`src/rtl/core/djss_pkg.sv`:
```
`default_nettype none
package djss_pkg;

  localparam int NUM_SLOTS   = 64;
  localparam int PROFIT_BITS = 16;

  localparam int IDX_W  = (NUM_SLOTS > 1) ? $clog2(NUM_SLOTS) : 1;
  localparam int TREE_N = 1 << IDX_W;
  localparam int DL_W   = 9;

  localparam int REQ_W  = 2;
  localparam int ID_W   = 8;
  localparam int PROF_W = 16;
  localparam int DLIN_W = 8;
  localparam int SLOT_W = 6;
  localparam int SUM_W  = 24;

  localparam logic [PROF_W-1:0] PROF_MASK =
    (PROFIT_BITS >= PROF_W) ? {PROF_W{1'b1}} :
    PROF_W'((64'd1 << PROFIT_BITS) - 64'd1);

  typedef enum logic [REQ_W-1:0] {
    REQ_OFFER = 2'd0,
    REQ_READ  = 2'd1,
    REQ_CLEAR = 2'd2
  } req_t;

  typedef enum logic [1:0] {
    ST_IDLE,
    ST_EXEC,
    ST_OUT
  } state_t;

  typedef struct packed {
    logic capture;
    logic exec;
  } cmd_t;

  function automatic logic [IDX_W-1:0] slot_addr(input logic [SLOT_W-1:0] si);
    logic [IDX_W+SLOT_W-1:0] w;
    w = {{IDX_W{1'b0}}, si};
    return w[IDX_W-1:0];
  endfunction

endpackage
`default_nettype wire

```
`src/rtl/core/djss_ram.sv`:
```
`default_nettype none
module djss_ram #(
  parameter int WIDTH = 8,
  parameter int DEPTH = 64
) (
  input  wire logic                                       clk,
  input  wire logic                                       we,
  input  wire logic [((DEPTH > 1) ? $clog2(DEPTH) : 1)-1:0] waddr,
  input  wire logic [WIDTH-1:0]                           wdata,
  input  wire logic [((DEPTH > 1) ? $clog2(DEPTH) : 1)-1:0] raddr,
  output logic      [WIDTH-1:0]                           rdata
);

  logic [WIDTH-1:0] mem [DEPTH];

  always_ff @(posedge clk) begin
    if (we) begin
      mem[waddr] <= wdata;
    end
    rdata <= mem[raddr];
  end

endmodule
`default_nettype wire

```
`src/rtl/core/djss_ctrl.sv`:
```
`default_nettype none
module djss_ctrl (
  input  wire logic          clk,
  input  wire logic          rst,
  input  wire logic          in_valid,
  output logic               in_stall,
  output logic               out_valid,
  input  wire logic          out_stall,
  output djss_pkg::cmd_t     cmd
);

  djss_pkg::state_t state;
  djss_pkg::state_t state_next;

  always_comb begin
    state_next = state;
    unique case (state)
      djss_pkg::ST_IDLE: begin
        if (in_valid) begin
          state_next = djss_pkg::ST_EXEC;
        end
      end
      djss_pkg::ST_EXEC: begin
        state_next = djss_pkg::ST_OUT;
      end
      djss_pkg::ST_OUT: begin
        if (!out_stall) begin
          state_next = in_valid ? djss_pkg::ST_EXEC : djss_pkg::ST_IDLE;
        end
      end
      default: begin
        state_next = djss_pkg::ST_IDLE;
      end
    endcase
  end

  always_comb begin
    in_stall    = !((state == djss_pkg::ST_IDLE) ||
                    ((state == djss_pkg::ST_OUT) && !out_stall));
    out_valid   = (state == djss_pkg::ST_OUT);
    cmd.capture = in_valid && !in_stall;
    cmd.exec    = (state == djss_pkg::ST_EXEC);
  end

  always_ff @(posedge clk) begin
    if (rst) begin
      state <= djss_pkg::ST_IDLE;
    end else begin
      state <= state_next;
    end
  end

`ifndef NO_ASSERTIONS
  a_capture_exec: assert property (@(posedge clk) disable iff (rst)
    cmd.capture |=> cmd.exec)
    else $error("captured request not executed");
  a_exec_out: assert property (@(posedge clk) disable iff (rst)
    cmd.exec |=> out_valid)
    else $error("executed request gave no result");
  a_no_overrun: assert property (@(posedge clk) disable iff (rst)
    out_valid && out_stall |-> !cmd.capture)
    else $error("request taken while result stalled");
`endif

endmodule
`default_nettype wire

```
`src/rtl/core/djss_datapath.sv`:
```
`default_nettype none
module djss_datapath (
  input  wire logic                          clk,
  input  wire logic                          rst,
  input  wire djss_pkg::cmd_t                cmd,
  input  wire logic [djss_pkg::REQ_W-1:0]    req_type,
  input  wire logic [djss_pkg::ID_W-1:0]     job_id,
  input  wire logic [djss_pkg::PROF_W-1:0]   job_profit,
  input  wire logic [djss_pkg::DLIN_W-1:0]   job_deadline,
  input  wire logic [djss_pkg::SLOT_W-1:0]   slot_index,
  output logic                               was_placed,
  output logic      [djss_pkg::SLOT_W-1:0]   placed_slot,
  output logic      [djss_pkg::SUM_W-1:0]    total_profit,
  output logic      [djss_pkg::ID_W-1:0]     slot_job
);

  localparam int IDX_W  = djss_pkg::IDX_W;
  localparam int TREE_N = djss_pkg::TREE_N;
  localparam int NS     = djss_pkg::NUM_SLOTS;
  localparam int DL_W   = djss_pkg::DL_W;
  localparam int SUM_W  = djss_pkg::SUM_W;
  localparam int SLOT_W = djss_pkg::SLOT_W;
  localparam int ID_W   = djss_pkg::ID_W;

  logic [djss_pkg::REQ_W-1:0]  req_q;
  logic [ID_W-1:0]             id_q;
  logic [djss_pkg::PROF_W-1:0] prof_q;
  logic [DL_W-1:0]             dl_q;
  logic [IDX_W-1:0]            addr_q;
  logic                        inrange_q;

  logic [NS-1:0]    busy;
  logic [NS-1:0]    busy_next;
  logic [SUM_W-1:0] sum;
  logic [SUM_W-1:0] sum_next;

  logic [DL_W-1:0]  dl_ext;
  logic [NS-1:0]    free;
  logic [TREE_N-1:0] free_pad;
  logic             val [IDX_W+1][TREE_N];
  logic [IDX_W-1:0] ix  [IDX_W+1][TREE_N];
  logic             found;
  logic [IDX_W-1:0] pos;
  logic [IDX_W+SLOT_W-1:0] pos_ext;
  logic [SUM_W:0]   sum_add;
  logic [SUM_W-1:0] sum_sat;

  logic              placed_n;
  logic [SLOT_W-1:0] slot_n;
  logic [ID_W-1:0]   job_n;
  logic              we;
  logic [ID_W-1:0]   rdata;

  assign dl_ext = {1'b0, job_deadline};

  always_comb begin
    for (int k = 0; k < NS; k++) begin
      free[k] = !busy[k] && (DL_W'(k) < dl_q);
    end
    free_pad = TREE_N'(free);
    for (int i = 0; i < TREE_N; i++) begin
      for (int l = 0; l <= IDX_W; l++) begin
        val[l][i] = 1'b0;
        ix[l][i]  = '0;
      end
    end
    for (int i = 0; i < TREE_N; i++) begin
      val[0][i] = free_pad[i];
      ix[0][i]  = IDX_W'(i);
    end
    for (int l = 1; l <= IDX_W; l++) begin
      for (int n = 0; n < (TREE_N >> l); n++) begin
        val[l][n] = val[l-1][2*n+1] || val[l-1][2*n];
        ix[l][n]  = val[l-1][2*n+1] ? ix[l-1][2*n+1] : ix[l-1][2*n];
      end
    end
    found   = val[IDX_W][0];
    pos     = ix[IDX_W][0];
    pos_ext = {{SLOT_W{1'b0}}, pos};
  end

  always_comb begin
    sum_add = {1'b0, sum} + (SUM_W+1)'(prof_q & djss_pkg::PROF_MASK);
    sum_sat = sum_add[SUM_W] ? {SUM_W{1'b1}} : sum_add[SUM_W-1:0];
  end

  always_comb begin
    busy_next = busy;
    sum_next  = sum;
    placed_n  = 1'b0;
    slot_n    = '0;
    job_n     = '0;
    we        = 1'b0;
    unique case (req_q)
      djss_pkg::REQ_OFFER: begin
        if (found) begin
          busy_next[pos] = 1'b1;
          sum_next       = sum_sat;
          placed_n       = 1'b1;
          slot_n         = pos_ext[SLOT_W-1:0];
          we             = cmd.exec;
        end
      end
      djss_pkg::REQ_READ: begin
        if (inrange_q && busy[addr_q]) begin
          job_n = rdata;
        end
      end
      djss_pkg::REQ_CLEAR: begin
        busy_next = '0;
        sum_next  = '0;
      end
      default: begin
      end
    endcase
  end

  always_ff @(posedge clk) begin
    if (cmd.capture) begin
      req_q     <= req_type;
      id_q      <= job_id;
      prof_q    <= job_profit;
      dl_q      <= (dl_ext > DL_W'(NS)) ? DL_W'(NS) : dl_ext;
      addr_q    <= djss_pkg::slot_addr(slot_index);
      inrange_q <= ({3'b000, slot_index} < DL_W'(NS));
    end
    if (cmd.exec) begin
      was_placed   <= placed_n;
      placed_slot  <= slot_n;
      total_profit <= sum_next;
      slot_job     <= job_n;
    end
  end

  always_ff @(posedge clk) begin
    if (rst) begin
      busy <= '0;
      sum  <= '0;
    end else if (cmd.exec) begin
      busy <= busy_next;
      sum  <= sum_next;
    end
  end

  djss_ram #(
    .WIDTH (ID_W),
    .DEPTH (NS)
  ) u_slot_ram (
    .clk   (clk),
    .we    (we),
    .waddr (pos),
    .wdata (id_q),
    .raddr (djss_pkg::slot_addr(slot_index)),
    .rdata (rdata)
  );

`ifndef NO_ASSERTIONS
  a_clear_empties: assert property (@(posedge clk) disable iff (rst)
    cmd.exec && (req_q == djss_pkg::REQ_CLEAR) |=> (busy == '0) && (sum == '0))
    else $error("clear left slots or total");
  a_place_free: assert property (@(posedge clk) disable iff (rst)
    cmd.exec && we |-> !busy[pos] && (DL_W'(pos) < dl_q))
    else $error("job placed in busy or late slot");
  a_busy_grows: assert property (@(posedge clk) disable iff (rst)
    cmd.exec && we |=> busy[$past(pos)])
    else $error("placed slot not marked busy");
`endif

endmodule
`default_nettype wire

```
`src/rtl/core/deadline_job_slot_scheduler.sv`:
```
`default_nettype none
// Greedy deadline job scheduler over a table of time slots.
// Request channel: in_valid/in_stall with req_type, job_id, job_profit,
// job_deadline and slot_index. A request is taken at a clock edge with
// in_valid high and in_stall low. req_type selects offer, read or clear;
// other codes change nothing. Result channel: out_valid/out_stall with
// was_placed, placed_slot, total_profit and slot_job, one result per
// request, in request order. The request register feeds the execute state
// (free-slot priority tree over the busy bitmap, slot RAM write or
// registered RAM read), then the result register. No new request is taken
// while one is in execution or its result is stalled.
// A new request is taken in the same cycle the result is taken.
// While out_stall is high the result holds and in_stall stays high.
// Reset (rst, synchronous): all slots empty, total zero, no result
// pending; requests are taken in the first cycle after reset.
module deadline_job_slot_scheduler (
  input  wire logic                          clk,
  input  wire logic                          rst,
  input  wire logic                          in_valid,
  output logic                               in_stall,
  input  wire logic [djss_pkg::REQ_W-1:0]    req_type,
  input  wire logic [djss_pkg::ID_W-1:0]     job_id,
  input  wire logic [djss_pkg::PROF_W-1:0]   job_profit,
  input  wire logic [djss_pkg::DLIN_W-1:0]   job_deadline,
  input  wire logic [djss_pkg::SLOT_W-1:0]   slot_index,
  output logic                               out_valid,
  input  wire logic                          out_stall,
  output logic                               was_placed,
  output logic      [djss_pkg::SLOT_W-1:0]   placed_slot,
  output logic      [djss_pkg::SUM_W-1:0]    total_profit,
  output logic      [djss_pkg::ID_W-1:0]     slot_job
);

  djss_pkg::cmd_t cmd;

  djss_ctrl u_ctrl (
    .clk       (clk),
    .rst       (rst),
    .in_valid  (in_valid),
    .in_stall  (in_stall),
    .out_valid (out_valid),
    .out_stall (out_stall),
    .cmd       (cmd)
  );

  djss_datapath u_datapath (
    .clk          (clk),
    .rst          (rst),
    .cmd          (cmd),
    .req_type     (req_type),
    .job_id       (job_id),
    .job_profit   (job_profit),
    .job_deadline (job_deadline),
    .slot_index   (slot_index),
    .was_placed   (was_placed),
    .placed_slot  (placed_slot),
    .total_profit (total_profit),
    .slot_job     (slot_job)
  );

endmodule
`default_nettype wire

```
`config.mk`:
```
export PLATFORM = sky130hd
export DESIGN_NAME = deadline_job_slot_scheduler
export DESIGN_NICKNAME = d
export VERILOG_FILES = /design/src/rtl/core/djss_pkg.sv /design/src/rtl/core/djss_ram.sv /design/src/rtl/core/djss_ctrl.sv /design/src/rtl/core/djss_datapath.sv /design/src/rtl/core/deadline_job_slot_scheduler.sv
export SDC_FILE = /design/constraint.sdc
export NUM_CORES = 1
export LEC_CHECK = 0
export BUFFER_PORTS_ARGS = -buffer_cell sky130_fd_sc_hd__clkbuf_2
export CELL_PAD_IN_SITES_DETAIL_PLACEMENT = 0
export CELL_PAD_IN_SITES_GLOBAL_PLACEMENT = 1
export CORE_MARGIN = 3
export CORE_UTILIZATION = 30
export CTS_CLUSTER_DIAMETER = 150
export DETAILED_ROUTE_END_ITERATION = 10
export GPL_ROUTABILITY_DRIVEN = 0
export PLACE_DENSITY_LB_ADDON = 0.05
export SETUP_SLACK_MARGIN = 0.2
export SYNTH_ARGS = -nofsm -noshare
export SYNTH_HDL_FRONTEND = slang
export SYNTH_HIERARCHICAL = 1
export SYNTH_SLANG_ARGS = --single-unit
```
`constraint.sdc`:
```
create_clock -name clk -period 5.8 [get_ports clk]
set_input_delay 1.16 -clock clk [delete_from_list [all_inputs] [get_ports clk]]
set_output_delay 1.16 -clock clk [all_outputs]
set_load 0.02 [all_outputs]
```
======== Word-level counts from Yosys, hierarchy flattened ========
Memory sizes are Yosys's and may differ from the RTL's. A register that Yosys moved wholly into a read port is not among the register bits.
Cells that the tools add are included.
W data, S select, Z words.
storage, ports and cells
  memories ................................ 1
  memory bits (writable) .................. 512
  register bits ........................... 170
memory list
  name                       depth  width  rd ports  clocked after Yosys merged registers in  wr ports  line            RTL
  u_datapath.u_slot_ram.mem  64     8      1         1                                        1         djss_ram.sv:14  logic [WIDTH-1:0] mem [DEPTH];
operators by class
  reduce and logical (&&, ||, !) cells .... 204
  $lt $le $gt $ge ......................... 68
  bitwise logic cells ..................... 1
  equal/unequal tests ..................... 7
  muxes and demuxes ....................... 81
  add/sub/neg operators ................... 1
operator list
  operator              count
  $lt A6 B9 Y1 const A  32
  $mux W6               31
  $lt A5 B9 Y1 const A  16
  $pmux W64 S2          1
  $lt A4 B9 Y1 const A  8
  $logic_and A1 B1 Y1   67
  $logic_not A1 Y1      66
  $logic_or A1 B1 Y1    64
  $mux W64              1
  $or A64 B64 Y64       1
  $mux W24              2
  $pmux W24 S2          1
  $mux W1               40
  $lt A3 B9 Y1 const A  4
  $add A24 B16 Y25      1
  $lt A1 B9 Y1 const A  2
  $lt A2 B9 Y1 const A  2
  $lt A6 B7 Y1 const B  2
  $gt A8 B7 Y1 const B  1
  $bmux W1 S6           1
  $demux W1 S6          1
  $ge A6 B1 Y1 const B  1
  $pmux W2 S3           1
  $reduce_and A2 Y1     3
  other kinds (8)       13

======== Depth between registers and ports, before layout ========
Gate-level depths: netlist of run 1.
  depth after elaboration ................. 15
  gate-level depth with buffers ........... 16

======== Cells and area by module ========
The synthesis of run 1 kept the hierarchy.
modules (own cells, without submodules)
  module         times used  area each (um^2)  cells an instance  sequential area each (um^2)
  djss_ram       1           20166.8           940                15534.9
  djss_datapath  1           9236.4            933                4134.0
  djss_ctrl      1           125.1             12                 40.0

======== Worst setup path before layout of run 1 ========
Ideal clock, no wire load.
  kind .................................... input port to flip-flop
  start point ............................. input out_stall
  end point ............................... register u_datapath.addr_q[0] (enable)
  arrival ................................. 4.275 ns
  setup time .............................. 0.495 ns
  buffers on the path ..................... 0
  stages .................................. 2
  data required time ...................... 5.305 ns
  setup slack ............................. 1.030 ns
  cell sequence ........................... and2_4 -> nor3b_1
RTL lines
  item                  line                               RTL
  start, declared       deadline_job_slot_scheduler.sv:27  input wire logic out_stall,
  end signal, assigned  djss_datapath.sv:124               addr_q <= djss_pkg::slot_addr(slot_index);
  end, declared         djss_datapath.sv:29                logic [IDX_W-1:0] addr_q;

==> results.tsv, run 1 <==
stage	metric	value	unit
synth	netlist_instances	1885	
critical_path	rr_endpoint	u_datapath/u_slot_ram/mem[44][0]	
sta	final.period_utilization	93.79	%
cts	path_clk_slew	0.06	ns
cts	clk_path_buf_depth	3	
route	drt-total-wl	90710	um
cts	clk-insertion-delay-late	0.66	ns
global_routing	grt-ovfl-total	0	
layout	fill_cells	9186	
cts	ctsHtreeMaxLevel	3	
sta	setup_tns	0	ns
pwr	p_int	0.008395	W
cts	clkSinkCount	689	
synth	synth_largest_area_cell	sky130_fd_sc_hd__edfxtp_1	
synth	synth_compound_area_share	9.347	%
layout	layout.core_utilization	35.38	%
placed_design	dpl_worst_slack	0.3677	ns
synth	yosys_register_bits	689	
synth	yosys.area_share.adder	0.7458	%
route	vias	17710	
pwr	switchingPower	0.002569	W
sta	worst_pin_slew	1.087	ns
min_path	class_of_the_tightest_hold_or_removal_check	reg2reg	
critical_path	regToRegStartpoint	u_datapath/dl_q[4]	
critical_path	crit_buf_inv	3	
floorplan	die-width	319.7	um
placed_design	place.port_buffers	84	
pwr	irDropWorstVdd	0.2150	mV
pwr	clock_power_share	43.9	%
route	post_drt_wl_per_cell	26.69	um
critical_path	timing.reg2reg.worst_path_depth	13	
critical_path	startpoint_type	flop	
critical_path	critical_path_peak_fanout	17	
min_path	min_delay_path_depth	2	
synth	synth-edff-count	591	
sta	max-slew-margin-rel	27.15	%
critical_path	crit_path_cell_trace	buf_4 -> nor2b_1 -> a41oi_1 -> a2bb2oi_1 -> nand4b_1 -> or2_2 -> o32ai_1 -> o41a_1 -> inv_2 -> nor2b_1 -> nand2_1 -> nor2_1 -> buf_4	
synth	postSynth.topFlopCell	sky130_fd_sc_hd__edfxtp_1	
min_path	worst_hold_path.endpoint	u_datapath/sum[0]	
global_routing	grt_max_degree	74	
critical_path	critical-path-max-stage-delay	0.55	ns
cts	cts.hold.buffers_added	0	
cts	ctsRootBufferMaster	sky130_fd_sc_hd__clkbuf_16	
cts	cts_buffers	81	
sta	rsz0062_at_grt	yes	
global_routing	grt_first_pass_wirelength	132300	um
pwr	power_density	319.0	mW/mm2
route	first_iter_violations	1470	
synth	post-synth-top-count-cell	sky130_fd_sc_hd__edfxtp_1	
sta	achievable-frequency	183.8	MHz
critical_path	critical-path-top-delay-family	simple AND/OR/NAND/NOR gates	
synth	top_cell_types_by_occurrence_after_synthesis	sky130_fd_sc_hd__edfxtp_1 (591), sky130_fd_sc_hd__nor2_1 (153), sky130_fd_sc_hd__mux4_2 (147)	
route	final_antenna_net_count	0	
sta	finalMaxSlewViolations	0	
pwr	power.static_leakage	11.24	nW
pwr	post-layout-total-power	0.01096	W
run_status	outcome	completed	
layout	drive_gt1_share	24.93	%
pwr	sequential_share_of_power	50.0	%
floorplan	boundaryPins	85	
floorplan	fp-row-count	114	
critical_path	worst-endpoint-required	6.16	ns
critical_path	critPathSlowestCell	sky130_fd_sc_hd__o32ai_1	
synth	async_flop_share	0	%
synth	yosys.area_share.xor_xnor	0.3856	%
sta	post-route-min-period	5.440	ns
synth	yosys.area_share.simple	7.839	%
synth	dominant_cells_by_area_after_synthesis	sky130_fd_sc_hd__edfxtp_1 (60%), sky130_fd_sc_hd__mux4_2 (11%), sky130_fd_sc_hd__dfxtp_1 (6.6%), sky130_fd_sc_hd__nor2_1 (1.9%), sky130_fd_sc_hd__o21ai_0 (1.3%)	
synth	postSynthNetCount	1946	
critical_path	cp-end-kind	flop	
layout	finalNonFillerCells	3398	
critical_path	worst-endpoint-arrival	5.80	ns
critical_path	timing_worst_setup_path_type	reg2reg	
route	number_of_optimization_iterations_in_the_first_detailed_route_pass	5	
sta	timing.final.setup_violations	0	
pwr	share_comb_of_total_power	6.1	%
placed_design	place.detailed.instances	3250	
placed_design	dpl.hpwl	59640	um
synth	yosysWarningCount	6	
synth	dominant_combinational_cell_family_by_area_after_synthesis	multiplexers	
sta	finalWorstSetupSlack	0.3602	ns
floorplan	start_util	30.40	%
layout	diodes	0	
synth	yosysUniqueCellTypes	104	
route	drc	0	
floorplan	core_region_area	0.09714	mm2
floorplan	die_h	319.7	um
floorplan	die-area	0.1022	mm2
critical_path	setup.reg_to_reg.worst_slack	0.36	ns
sta	timing_hold_violations_final	0	
synth	synth.top_cell.area_share	60.10	%
job	max-cap-violations	0	
pwr	switching_share_of_power	23.43	%
sta	skew	0.02395	ns
synth	post_synth_instance_area	0.02953	mm2
global_routing	grtUsageTotal	17.69	%
synth	synth-seq-area-share	66.75	%
min_path	hp-start	u_datapath/sum[0]	
cts	postCtsSetupRepairBufs	0	
global_routing	grt_antenna_before_repair	3	
layout	layout-area-overhead-vs-synth	16.39	%
cts	cts_tree	done	
global_routing	first_global_vias	18253	
synth	postSynthAreaPerCell	15.66	um2
route	vias_per_cell	5.212	
synth	muxShareOfSynthArea	12.49	%
layout	nets	2118	
==> power by group through the flow <==
stage	Combinational (W)	Clock [W]	Sequential, W
2_1_floorplan	0.000383	0	0.00560
3_3_place_gp	0.000680	0	0.00559
3_5_place_dp	0.000681	0	0.00559
4_1_cts	0.000683	0.00499	0.00548
5_1_grt	0.000721	0.00521	0.00549
6_report	0.000664	0.00482	0.00548
==> cell families after synthesis <==
group,Yosys count
AO/OA/AOI/OAI,391
XOR/XNOR,13
adder cells (fa/ha/maj),17
buffers and inverters,139
flip-flops,689
multiplexers,183
other,1
AND/OR/NAND/NOR,452
==> cell usage in the layout, fill, tap and decap left out, types with 10 or more instances in the layout <==
| master | synthesis | layout |
|---|---|---|
| sky130_fd_sc_hd__nor2_1 | 153 | 148 |
| sky130_fd_sc_hd__nor3_1 | 25 | 24 |
| sky130_fd_sc_hd__a31oi_1 | 25 | 25 |
| sky130_fd_sc_hd__a21oi_1 | 73 | 72 |
| sky130_fd_sc_hd__o21a_1 | 11 | 11 |
| sky130_fd_sc_hd__clkbuf_1 | 51 | 27 |
| sky130_fd_sc_hd__clkinv_1 | 0 | 10 |
| sky130_fd_sc_hd__nand2b_1 | 13 | 13 |
| sky130_fd_sc_hd__nor2b_1 | 23 | 23 |
| sky130_fd_sc_hd__edfxtp_1 | 591 | 591 |
| sky130_fd_sc_hd__and2_1 | 22 | 22 |
| sky130_fd_sc_hd__a22o_1 | 38 | 38 |
| sky130_fd_sc_hd__nand3_1 | 35 | 35 |
| sky130_fd_sc_hd__clkbuf_2 | 0 | 81 |
| sky130_fd_sc_hd__dfxtp_1 | 98 | 98 |
| sky130_fd_sc_hd__buf_4 | 15 | 119 |
| sky130_fd_sc_hd__ha_1 | 16 | 16 |
| sky130_fd_sc_hd__nand2_1 | 98 | 98 |
| sky130_fd_sc_hd__a22oi_1 | 14 | 14 |
| sky130_fd_sc_hd__o22ai_1 | 13 | 13 |
| sky130_fd_sc_hd__o21ai_0 | 75 | 75 |
| sky130_fd_sc_hd__inv_1 | 23 | 23 |
| sky130_fd_sc_hd__a211oi_1 | 13 | 13 |
| sky130_fd_sc_hd__or3_1 | 10 | 10 |
| sky130_fd_sc_hd__mux4_2 | 147 | 147 |
| sky130_fd_sc_hd__mux2i_1 | 23 | 23 |
| sky130_fd_sc_hd__clkbuf_16 | 0 | 81 |
| sky130_fd_sc_hd__clkinv_2 | 0 | 13 |
| sky130_fd_sc_hd__a21o_1 | 16 | 16 |
| sky130_fd_sc_hd__mux2_2 | 13 | 13 |
==> final cells by class <==
type	instances	area (um2)	share of cell area, %
flip-flops and latches	689	19710	57.35
multi-input cells	1057	9148	26.62
clock buffers	111	2170	6.313
well taps	1276	1597	4.645
repair buffers	202	1333	3.877
clock inverters	37	315.3	0.9174
inverters	26	97.59	0.2840
==> worst max-delay path by stage <==
stage	slack, ns	cells after the start	from	to
floorplan	1.03	2	out_stall	u_datapath/addr_q[0]
global route	0.13	13	u_datapath/dl_q[4]	u_datapath/u_slot_ram/mem[44][1]
detailed placement	0.37	11	u_datapath/dl_q[7]	u_datapath/u_slot_ram/mem[12][5]
CTS	0.37	11	u_datapath/dl_q[7]	u_datapath/u_slot_ram/mem[12][1]
finish	0.36	13	u_datapath/dl_q[4]	u_datapath/u_slot_ram/mem[44][0]
global placement	0.52	11	u_datapath/dl_q[7]	u_datapath/u_slot_ram/mem[60][2]
==> tightest hold or removal path, cell delays in order (launching register included) <==
cell and delay [ns]:
sky130_fd_sc_hd__dfxtp_1 0.32, sky130_fd_sc_hd__nand2_1 0.06, sky130_fd_sc_hd__a21oi_1 0.06
==> repair_timing <==
action | 4_1_cts | 5_1_grt
gates resized for setup | 0 | 5
endpoints found under the hold margin | 0 | 0
endpoints found under the setup margin | 0 | 57
==> per-layer routing <==
metal	share of wire [%]	wire, um	up-vias	GRT usage (%)
met2	46	42150	437	28.22
met5	0	0	-	0
met3	4.0	3609	138	2.531
li1	-	-	7894	-
met4	3.1	2822	0	5.761
met1	46	42120	9241	24.95
==> stage by stage <==
| stage | hold slack (ns) | instance area [um2] |
|---|---|---|
| 2_1_floorplan | 0.4420 | 29530 |
| 3_3_place_gp | 0.4642 | 31870 |
| 3_5_place_dp | 0.4806 | 31870 |
| 4_1_cts | 0.4891 | 34360 |
| 5_1_grt | 0.5077 | 34370 |
| 6_report | 0.4856 | 34370 |
==> state kept, by name (all words and copies together), names as in the netlist <==
name                         flops
u_datapath/req_q                 2
u_ctrl/state                     2
u_datapath/placed_slot           6
u_datapath/sum                  24
u_datapath/id_q                  8
u_datapath/busy                 64
u_datapath/prof_q               16
u_datapath/u_slot_ram/mem      512
u_datapath/total_profit         24
u_datapath/was_placed            1
u_datapath/u_slot_ram/rdata      8
u_datapath/slot_job              8
u_datapath/dl_q                  8
u_datapath/addr_q                6
Power figures use the tool's default switching activity.
==> run 2: changes to the inputs <==
- MAX_ROUTING_LAYER: unset -> met4
==> results.tsv, run 2 (synthesized netlist as in run 1, its figures left out) <==
stage	metric	value	unit	change
floorplan	die-width	319.7	um	unchanged
sta	worst_pin_slew	1.150	ns	was 1.087 ns
global_routing	grtUsageTotal	18.25	%	was 17.69%
layout	largest_reg_flops	512		unchanged
route	first_iter_violations	1578		was 1470
run_status	outcome	completed		unchanged
layout	nets	2118		unchanged
sta	final.period_utilization	93.43	%	was 93.79%
cts	cts_repair_resize_count	0		unchanged
sta	timing.final.setup_violations	0		unchanged
cts	clkSinkCount	689		unchanged
cts	cts.hold.buffers_added	0		unchanged
global_routing	grt_max_degree	74		unchanged
cts	clk-insertion-delay-late	0.66	ns	about the same
critical_path	crit_buf_inv	3		unchanged
floorplan	boundaryPins	85		unchanged
cts	ctsHtreeMaxLevel	3		unchanged
critical_path	critPathSlowestCell	sky130_fd_sc_hd__o32ai_1		unchanged
sta	timing_hold_violations_final	0		unchanged
route	final_antenna_net_count	0		unchanged
critical_path	startpoint_type	flop		unchanged
critical_path	worst-endpoint-arrival	5.78	ns	was 5.80 ns
global_routing	first_global_vias	18228		was 18253
global_routing	global_route.usage.met1	25.02	%	was 24.95%
critical_path	crit_path_cell_trace	buf_4 -> nor2b_1 -> a41oi_1 -> a2bb2oi_1 -> nand4b_1 -> or2_2 -> o32ai_1 -> o41a_1 -> inv_2 -> nor2b_1 -> nand2_1 -> nor2_1 -> buf_4		unchanged
sta	finalWorstSetupSlack	0.3809	ns	was 0.3602 ns
critical_path	critical-path-top-delay-family	simple AND/OR/NAND/NOR gates		unchanged
sta	post-route-min-period	5.419	ns	was 5.440 ns
layout	top_register	u_datapath/u_slot_ram/mem		unchanged
cts	postCtsSetupRepairBufs	0		unchanged
cts	cts_tree	done		unchanged
pwr	power_density	319.1	mW/mm2	was 319.0 mW/mm2
floorplan	core_region_area	0.09714	mm2	unchanged
global_routing	grt.busiest_layer	met2		unchanged
floorplan	start_util	30.40	%	unchanged
sta	skew	0.02538	ns	was 0.02395 ns
placed_design	place.port_buffers	84		unchanged
layout	layout-area-overhead-vs-synth	16.40	%	was 16.39%
layout	mostFrequentLayoutCell	sky130_fd_sc_hd__edfxtp_1		unchanged
job	max-cap-violations	0		unchanged
cts	cts_buffers	81		unchanged
critical_path	critical-path-max-stage-delay	0.54	ns	was 0.55 ns
layout	biggest_regs	u_datapath/u_slot_ram/mem: 512 flops, u_datapath/busy: 64 flops		unchanged
global_routing	grtUsageMet2	28.20	%	was 28.22%
global_routing	grt_antenna_before_repair	3		unchanged
layout	fill_cells	9185		was 9186
global_routing	grt-ovfl-total	0		unchanged
layout	layout.core_utilization	35.38	%	about the same
placed_design	dpl_worst_slack	0.3677	ns	unchanged
critical_path	critical_path_peak_fanout	17		unchanged
route	post_drt_wl_per_cell	26.68	um	was 26.69 um
floorplan	die_h	319.7	um	unchanged
critical_path	cp-end-kind	flop		unchanged
floorplan	die-area	0.1022	mm2	unchanged
critical_path	timing_worst_setup_path_type	reg2reg		unchanged
route	number_of_optimization_iterations_in_the_first_detailed_route_pass	5		unchanged
sta	finalMaxSlewViolations	0		unchanged
sta	rsz0062_at_grt	yes		unchanged
pwr	irDropWorstVdd	0.2153	mV	was 0.2150 mV
route	drt-total-wl	90700	um	was 90710 um
route	drc	0		unchanged
cts	clk_path_buf_depth	3		unchanged
route	vias_per_cell	5.195		was 5.212
cts	ctsRootBufferMaster	sky130_fd_sc_hd__clkbuf_16		unchanged
sta	achievable-frequency	184.5	MHz	was 183.8 MHz
layout	drive_gt1_share	24.93	%	unchanged
global_routing	use_met3	2.512	%	was 2.531%
placed_design	dpl.hpwl	59640	um	unchanged
critical_path	worst-endpoint-required	6.16	ns	about the same
pwr	power.static_leakage	11.24	nW	unchanged
route	vias	17657		was 17710
layout	layout_common_cells	sky130_fd_sc_hd__edfxtp_1 (591), sky130_fd_sc_hd__nor2_1 (148), sky130_fd_sc_hd__mux4_2 (147)		unchanged
sta	setup_tns	0	ns	unchanged
sta	max-slew-margin-rel	22.89	%	was 27.15%
min_path	class_of_the_tightest_hold_or_removal_check	reg2reg		unchanged
floorplan	fp-row-count	114		unchanged
cts	path_clk_slew	0.06	ns	about the same
layout	sequential_cell_area	0.01971	mm2	unchanged
layout	footprint_of_the_multi_input_gates	0.009148	mm2	unchanged
global_routing	grt_first_pass_wirelength	132300	um	about the same
run 2: path summary, 6_finish.rpt:
path	from	endpoint	slack, ns	cells after the start
worst min register to register	u_datapath/sum[15]	u_datapath/sum[15]	0.48	2
worst min-delay path	u_datapath/sum[15]	u_datapath/sum[15]	0.48	2
worst max register to register	u_datapath/dl_q[4]	u_datapath/u_slot_ram/mem[44][0]	0.38	13
worst max-delay path	u_datapath/dl_q[4]	u_datapath/u_slot_ram/mem[44][0]	0.38	13
run 2: final cells by class:
type,instances,area share [%]
well taps,1276,4.645
clock buffers,111,6.312
repair buffers,202,3.877
flip-flops and latches,689,57.34
multi-input cells,1057,26.61
diodes,1,0.007281
clock inverters,37,0.9174
inverters,26,0.2839
run 2: metal layers:
metal / up-vias / wire length, um
li1: 7898 / -
met1: 9230 / 42630
met2: 394 / 42260
met3: 135 / 3070
met4: 0 / 2739
met5: - / 0
run 2: metrics by stage:
stage          power, W  std cells  hold slack, ns  cell area [um2]
2_1_floorplan  0.005986       1885          0.4420            29530
3_3_place_gp   0.006268       3250          0.4642            31870
3_5_place_dp   0.006268       3250          0.4806            31870
4_1_cts         0.01116       3398          0.4891            34360
5_1_grt         0.01141       3399          0.5077            34370
6_report        0.01097       3399          0.4844            34370
run 2: report_power, final:
part	internal [W]	switching, W
Clock	0.00274	0.00209
Sequential	0.00544	0.0000463
Combinational	0.000223	0.000442
run 2: worst reg2reg max path: stages (launching register included):
cell	delay, ns
sky130_fd_sc_hd__edfxtp_1	0.52
sky130_fd_sc_hd__buf_4	0.31
sky130_fd_sc_hd__nor2b_1	0.51
sky130_fd_sc_hd__a41oi_1	0.24
sky130_fd_sc_hd__a2bb2oi_1	0.33
sky130_fd_sc_hd__nand4b_1	0.31
sky130_fd_sc_hd__or2_2	0.47
sky130_fd_sc_hd__o32ai_1	0.54
sky130_fd_sc_hd__o41a_1	0.30
sky130_fd_sc_hd__inv_2	0.11
sky130_fd_sc_hd__nor2b_1	0.25
sky130_fd_sc_hd__nand2_1	0.53
sky130_fd_sc_hd__nor2_1	0.49
sky130_fd_sc_hd__buf_4	0.21
==> run 3: changes to the inputs <==
- GPL_TIMING_DRIVEN: unset -> 0
- PLACE_DENSITY: unset -> 0.48
- PLACE_DENSITY_LB_ADDON: 0.05 -> unset
==> results.tsv, run 3 (synthesized netlist as in run 1, its figures left out) <==
stage	metric	value	unit	change
min_path	class_of_the_tightest_hold_or_removal_check	reg2reg		unchanged
floorplan	die-width	319.7	um	unchanged
cts	cts_buffers	81		unchanged
global_routing	grt_max_degree	44		was 74
route	number_of_optimization_iterations_in_the_first_detailed_route_pass	8		was 5
global_routing	grtUsageTotal	18.32	%	was 18.25%
critical_path	crit_path_cell_trace	clkbuf_1 -> clkbuf_1 -> nand2_1 -> a211oi_1 -> o221ai_1 -> nand4_2 -> or2_2 -> clkbuf_1 -> nor2_2 -> nor2_1 -> clkbuf_1 -> nand2_1 -> nor2_2		was buf_4 -> nor2b_1 -> a41oi_1 -> a2bb2oi_1 -> nand4b_1 -> or2_2 -> o32ai_1 -> o41a_1 -> inv_2 -> nor2b_1 -> nand2_1 -> nor2_1 -> buf_4
layout	biggest_regs	u_datapath/u_slot_ram/mem: 512 flops, u_datapath/busy: 64 flops		unchanged
critical_path	worst-endpoint-arrival	5.80	ns	was 5.78 ns
critical_path	timing_worst_setup_path_type	reg2reg		unchanged
cts	ctsRootBufferMaster	sky130_fd_sc_hd__clkbuf_16		unchanged
layout	layout_common_cells	sky130_fd_sc_hd__edfxtp_1 (591), sky130_fd_sc_hd__mux4_2 (147), sky130_fd_sc_hd__dfxtp_1 (98)		was sky130_fd_sc_hd__edfxtp_1 (591), sky130_fd_sc_hd__nor2_1 (148), sky130_fd_sc_hd__mux4_2 (147)
critical_path	timing.reg2reg.worst_path_depth	13		unchanged
pwr	irDropWorstVdd	0.1819	mV	was 0.2153 mV
layout	top_register	u_datapath/u_slot_ram/mem		unchanged
placed_design	place.port_buffers	84		unchanged
job	max-cap-violations	0		unchanged
run_status	outcome	completed		unchanged
critical_path	critical-path-max-stage-delay	0.62	ns	was 0.54 ns
critical_path	cp-end-kind	flop		unchanged
cts	clk_path_buf_depth	3		unchanged
critical_path	worst-endpoint-required	6.06	ns	was 6.16 ns
sta	rsz0062_at_grt	yes		unchanged
sta	skew	0.02586	ns	was 0.02538 ns
sta	finalMaxSlewViolations	0		unchanged
floorplan	die_h	319.7	um	unchanged
sta	setup_tns	0	ns	unchanged
pwr	power_density	313.4	mW/mm2	was 319.1 mW/mm2
min_path	worst_hold_path.endpoint	u_datapath/sum[15]		unchanged
sta	post-route-min-period	5.546	ns	was 5.419 ns
floorplan	core_region_area	0.09714	mm2	unchanged
layout	largest_reg_flops	512		unchanged
cts	clk-insertion-delay-late	0.64	ns	was 0.66 ns
critical_path	critical_path_peak_fanout	10		was 17
sta	max-slew-margin-rel	25.28	%	was 22.89%
layout	layout-area-overhead-vs-synth	21.19	%	was 16.40%
global_routing	grt_first_pass_wirelength	132100	um	was 132300 um
sta	final.period_utilization	95.62	%	was 93.43%
sta	timing_hold_violations_final	0		unchanged
route	drt-total-wl	91590	um	was 90700 um
route	vias_per_cell	5.309		was 5.195
route	first_iter_violations	1642		was 1578
route	drc	0		unchanged
critical_path	critPathSlowestCell	sky130_fd_sc_hd__nand2_1		was sky130_fd_sc_hd__o32ai_1
floorplan	start_util	30.40	%	unchanged
cts	clkSinkCount	689		unchanged
floorplan	fp-row-count	114		unchanged
global_routing	first_global_vias	18398		was 18228
placed_design	dpl_worst_slack	-1.218	ns	was 0.3677 ns
route	final_antenna_net_count	0		unchanged
sta	worst_pin_slew	1.121	ns	was 1.150 ns
placed_design	place.detailed.instances	3271		was 3250
critical_path	startpoint_type	flop		unchanged
layout	finalNonFillerCells	3449		was 3399
floorplan	boundaryPins	85		unchanged
global_routing	grt-ovfl-total	0		unchanged
critical_path	timing.critical_path.mode_cell	sky130_fd_sc_hd__clkbuf_1		
sta	fin_hold_ws	0.4756	ns	was 0.4844 ns
min_path	min_delay_path_depth	2		unchanged
sta	achievable-frequency	180.3	MHz	was 184.5 MHz
cts	path_clk_slew	0.06	ns	about the same
cts	cts_tree	done		unchanged
critical_path	crit_buf_inv	4		was 3
layout	nets	2168		was 2118
critical_path	rr_endpoint	u_datapath/u_slot_ram/mem[23][3]		was u_datapath/u_slot_ram/mem[44][0]
critical_path	regToRegStartpoint	u_datapath/dl_q[3]		was u_datapath/dl_q[4]
cts	ctsHtreeMaxLevel	3		unchanged
sta	finalWorstSetupSlack	0.2539	ns	was 0.3809 ns
layout	mostFrequentLayoutCell	sky130_fd_sc_hd__edfxtp_1		unchanged
min_path	hp-start	u_datapath/sum[15]		unchanged
critical_path	setup.reg_to_reg.worst_slack	0.25	ns	was 0.38 ns
placed_design	dpl.hpwl	63940	um	was 59640 um
pwr	power.static_leakage	11.59	nW	was 11.24 nW
route	vias	18311		was 17657
floorplan	die-area	0.1022	mm2	unchanged
critical_path	critical-path-top-delay-family	simple AND/OR/NAND/NOR gates		unchanged
route	post_drt_wl_per_cell	26.56	um	was 26.68 um
layout	drive_gt1_share	28.28	%	was 24.93%
sta	timing.final.setup_violations	0		unchanged
global_routing	grt_antenna_before_repair	3		unchanged
run 3: cell types whose count changed in the layout (fill, tap and decap cells not counted), moves of 6 or more:
| cell | delta |
|---|---|
| sky130_fd_sc_hd__buf_12 | +18 |
| sky130_fd_sc_hd__clkbuf_2 | +9 |
| sky130_fd_sc_hd__buf_16 | +15 |
| sky130_fd_sc_hd__nand3_1 | -6 |
| sky130_fd_sc_hd__buf_1 | +7 |
| sky130_fd_sc_hd__nor2_4 | +56 |
| sky130_fd_sc_hd__buf_2 | +28 |
| sky130_fd_sc_hd__buf_4 | -89 |
| sky130_fd_sc_hd__nor2_2 | +7 |
| sky130_fd_sc_hd__nor2_1 | -63 |
| sky130_fd_sc_hd__clkbuf_1 | +40 |
| sky130_fd_sc_hd__buf_6 | +15 |
run 3: final cells by class:
class                      instances  area, um2
timing repair buffer             140       1403
antenna                            2      5.005
inverter                          26      97.59
clock inverter                    35      350.3
buffer                           112      626.9
multi-input combinational       1057       9728
sequential                       689      19710
clock buffer                     112       2268
tap                             1276       1597
fill                            9150      61350
run 3: tightest hold or removal path: stages, from the launching register on:
cell and delay [ns]:
sky130_fd_sc_hd__dfxtp_1 0.32, sky130_fd_sc_hd__nand2_1 0.06, sky130_fd_sc_hd__a21oi_1 0.05
run 3: per-layer routing:
layer  GRT usage [%]  wire (um)
met5               -          0
met4           5.042       2626
met3           2.379       3990
met2           30.06      44820
met1           24.02      40160
run 3: timing repair:
action | in CTS | in global routing
cloned | 0 | 0
hold endpoints to repair | 0 | 0
buffers inserted | 22 | 8
hold buffers | 0 | 0
resized for setup | 134 | 34
pin swaps | 14 | 7
endpoints found under the setup margin | 512 | 512
run 3: worst max-delay path by stage:
stage	slack, ns	depth (start not counted)	to	start
floorplan	1.03	2	u_datapath/addr_q[0]	out_stall
global placement	-2.02	3	u_datapath/dl_q[0]	out_stall
detailed placement	-1.22	15	u_datapath/u_slot_ram/mem[13][1]	u_datapath/dl_q[2]
CTS	0.13	13	u_datapath/u_slot_ram/mem[63][2]	u_datapath/dl_q[3]
global route	0.03	13	u_datapath/u_slot_ram/mem[23][5]	u_datapath/dl_q[3]
finish	0.25	13	u_datapath/u_slot_ram/mem[23][3]	u_datapath/dl_q[3]
run 3: report_power, final:
part	switching (W)	internal, W
logic	0.000491	0.000271
registers	0.0000370	0.00543
clock network	0.00202	0.00297
total	0.00255	0.00867
run 3: stage by stage:
step	total power (W)	utilization, %	cell area (um2)
floorplan	0.005986	-	29530
global placement	0.006291	32.48	31550
detailed placement	0.006336	33.06	32110
CTS	0.01138	36.58	35530
global route	0.01163	36.83	35780
finish	0.01122	36.84	35780
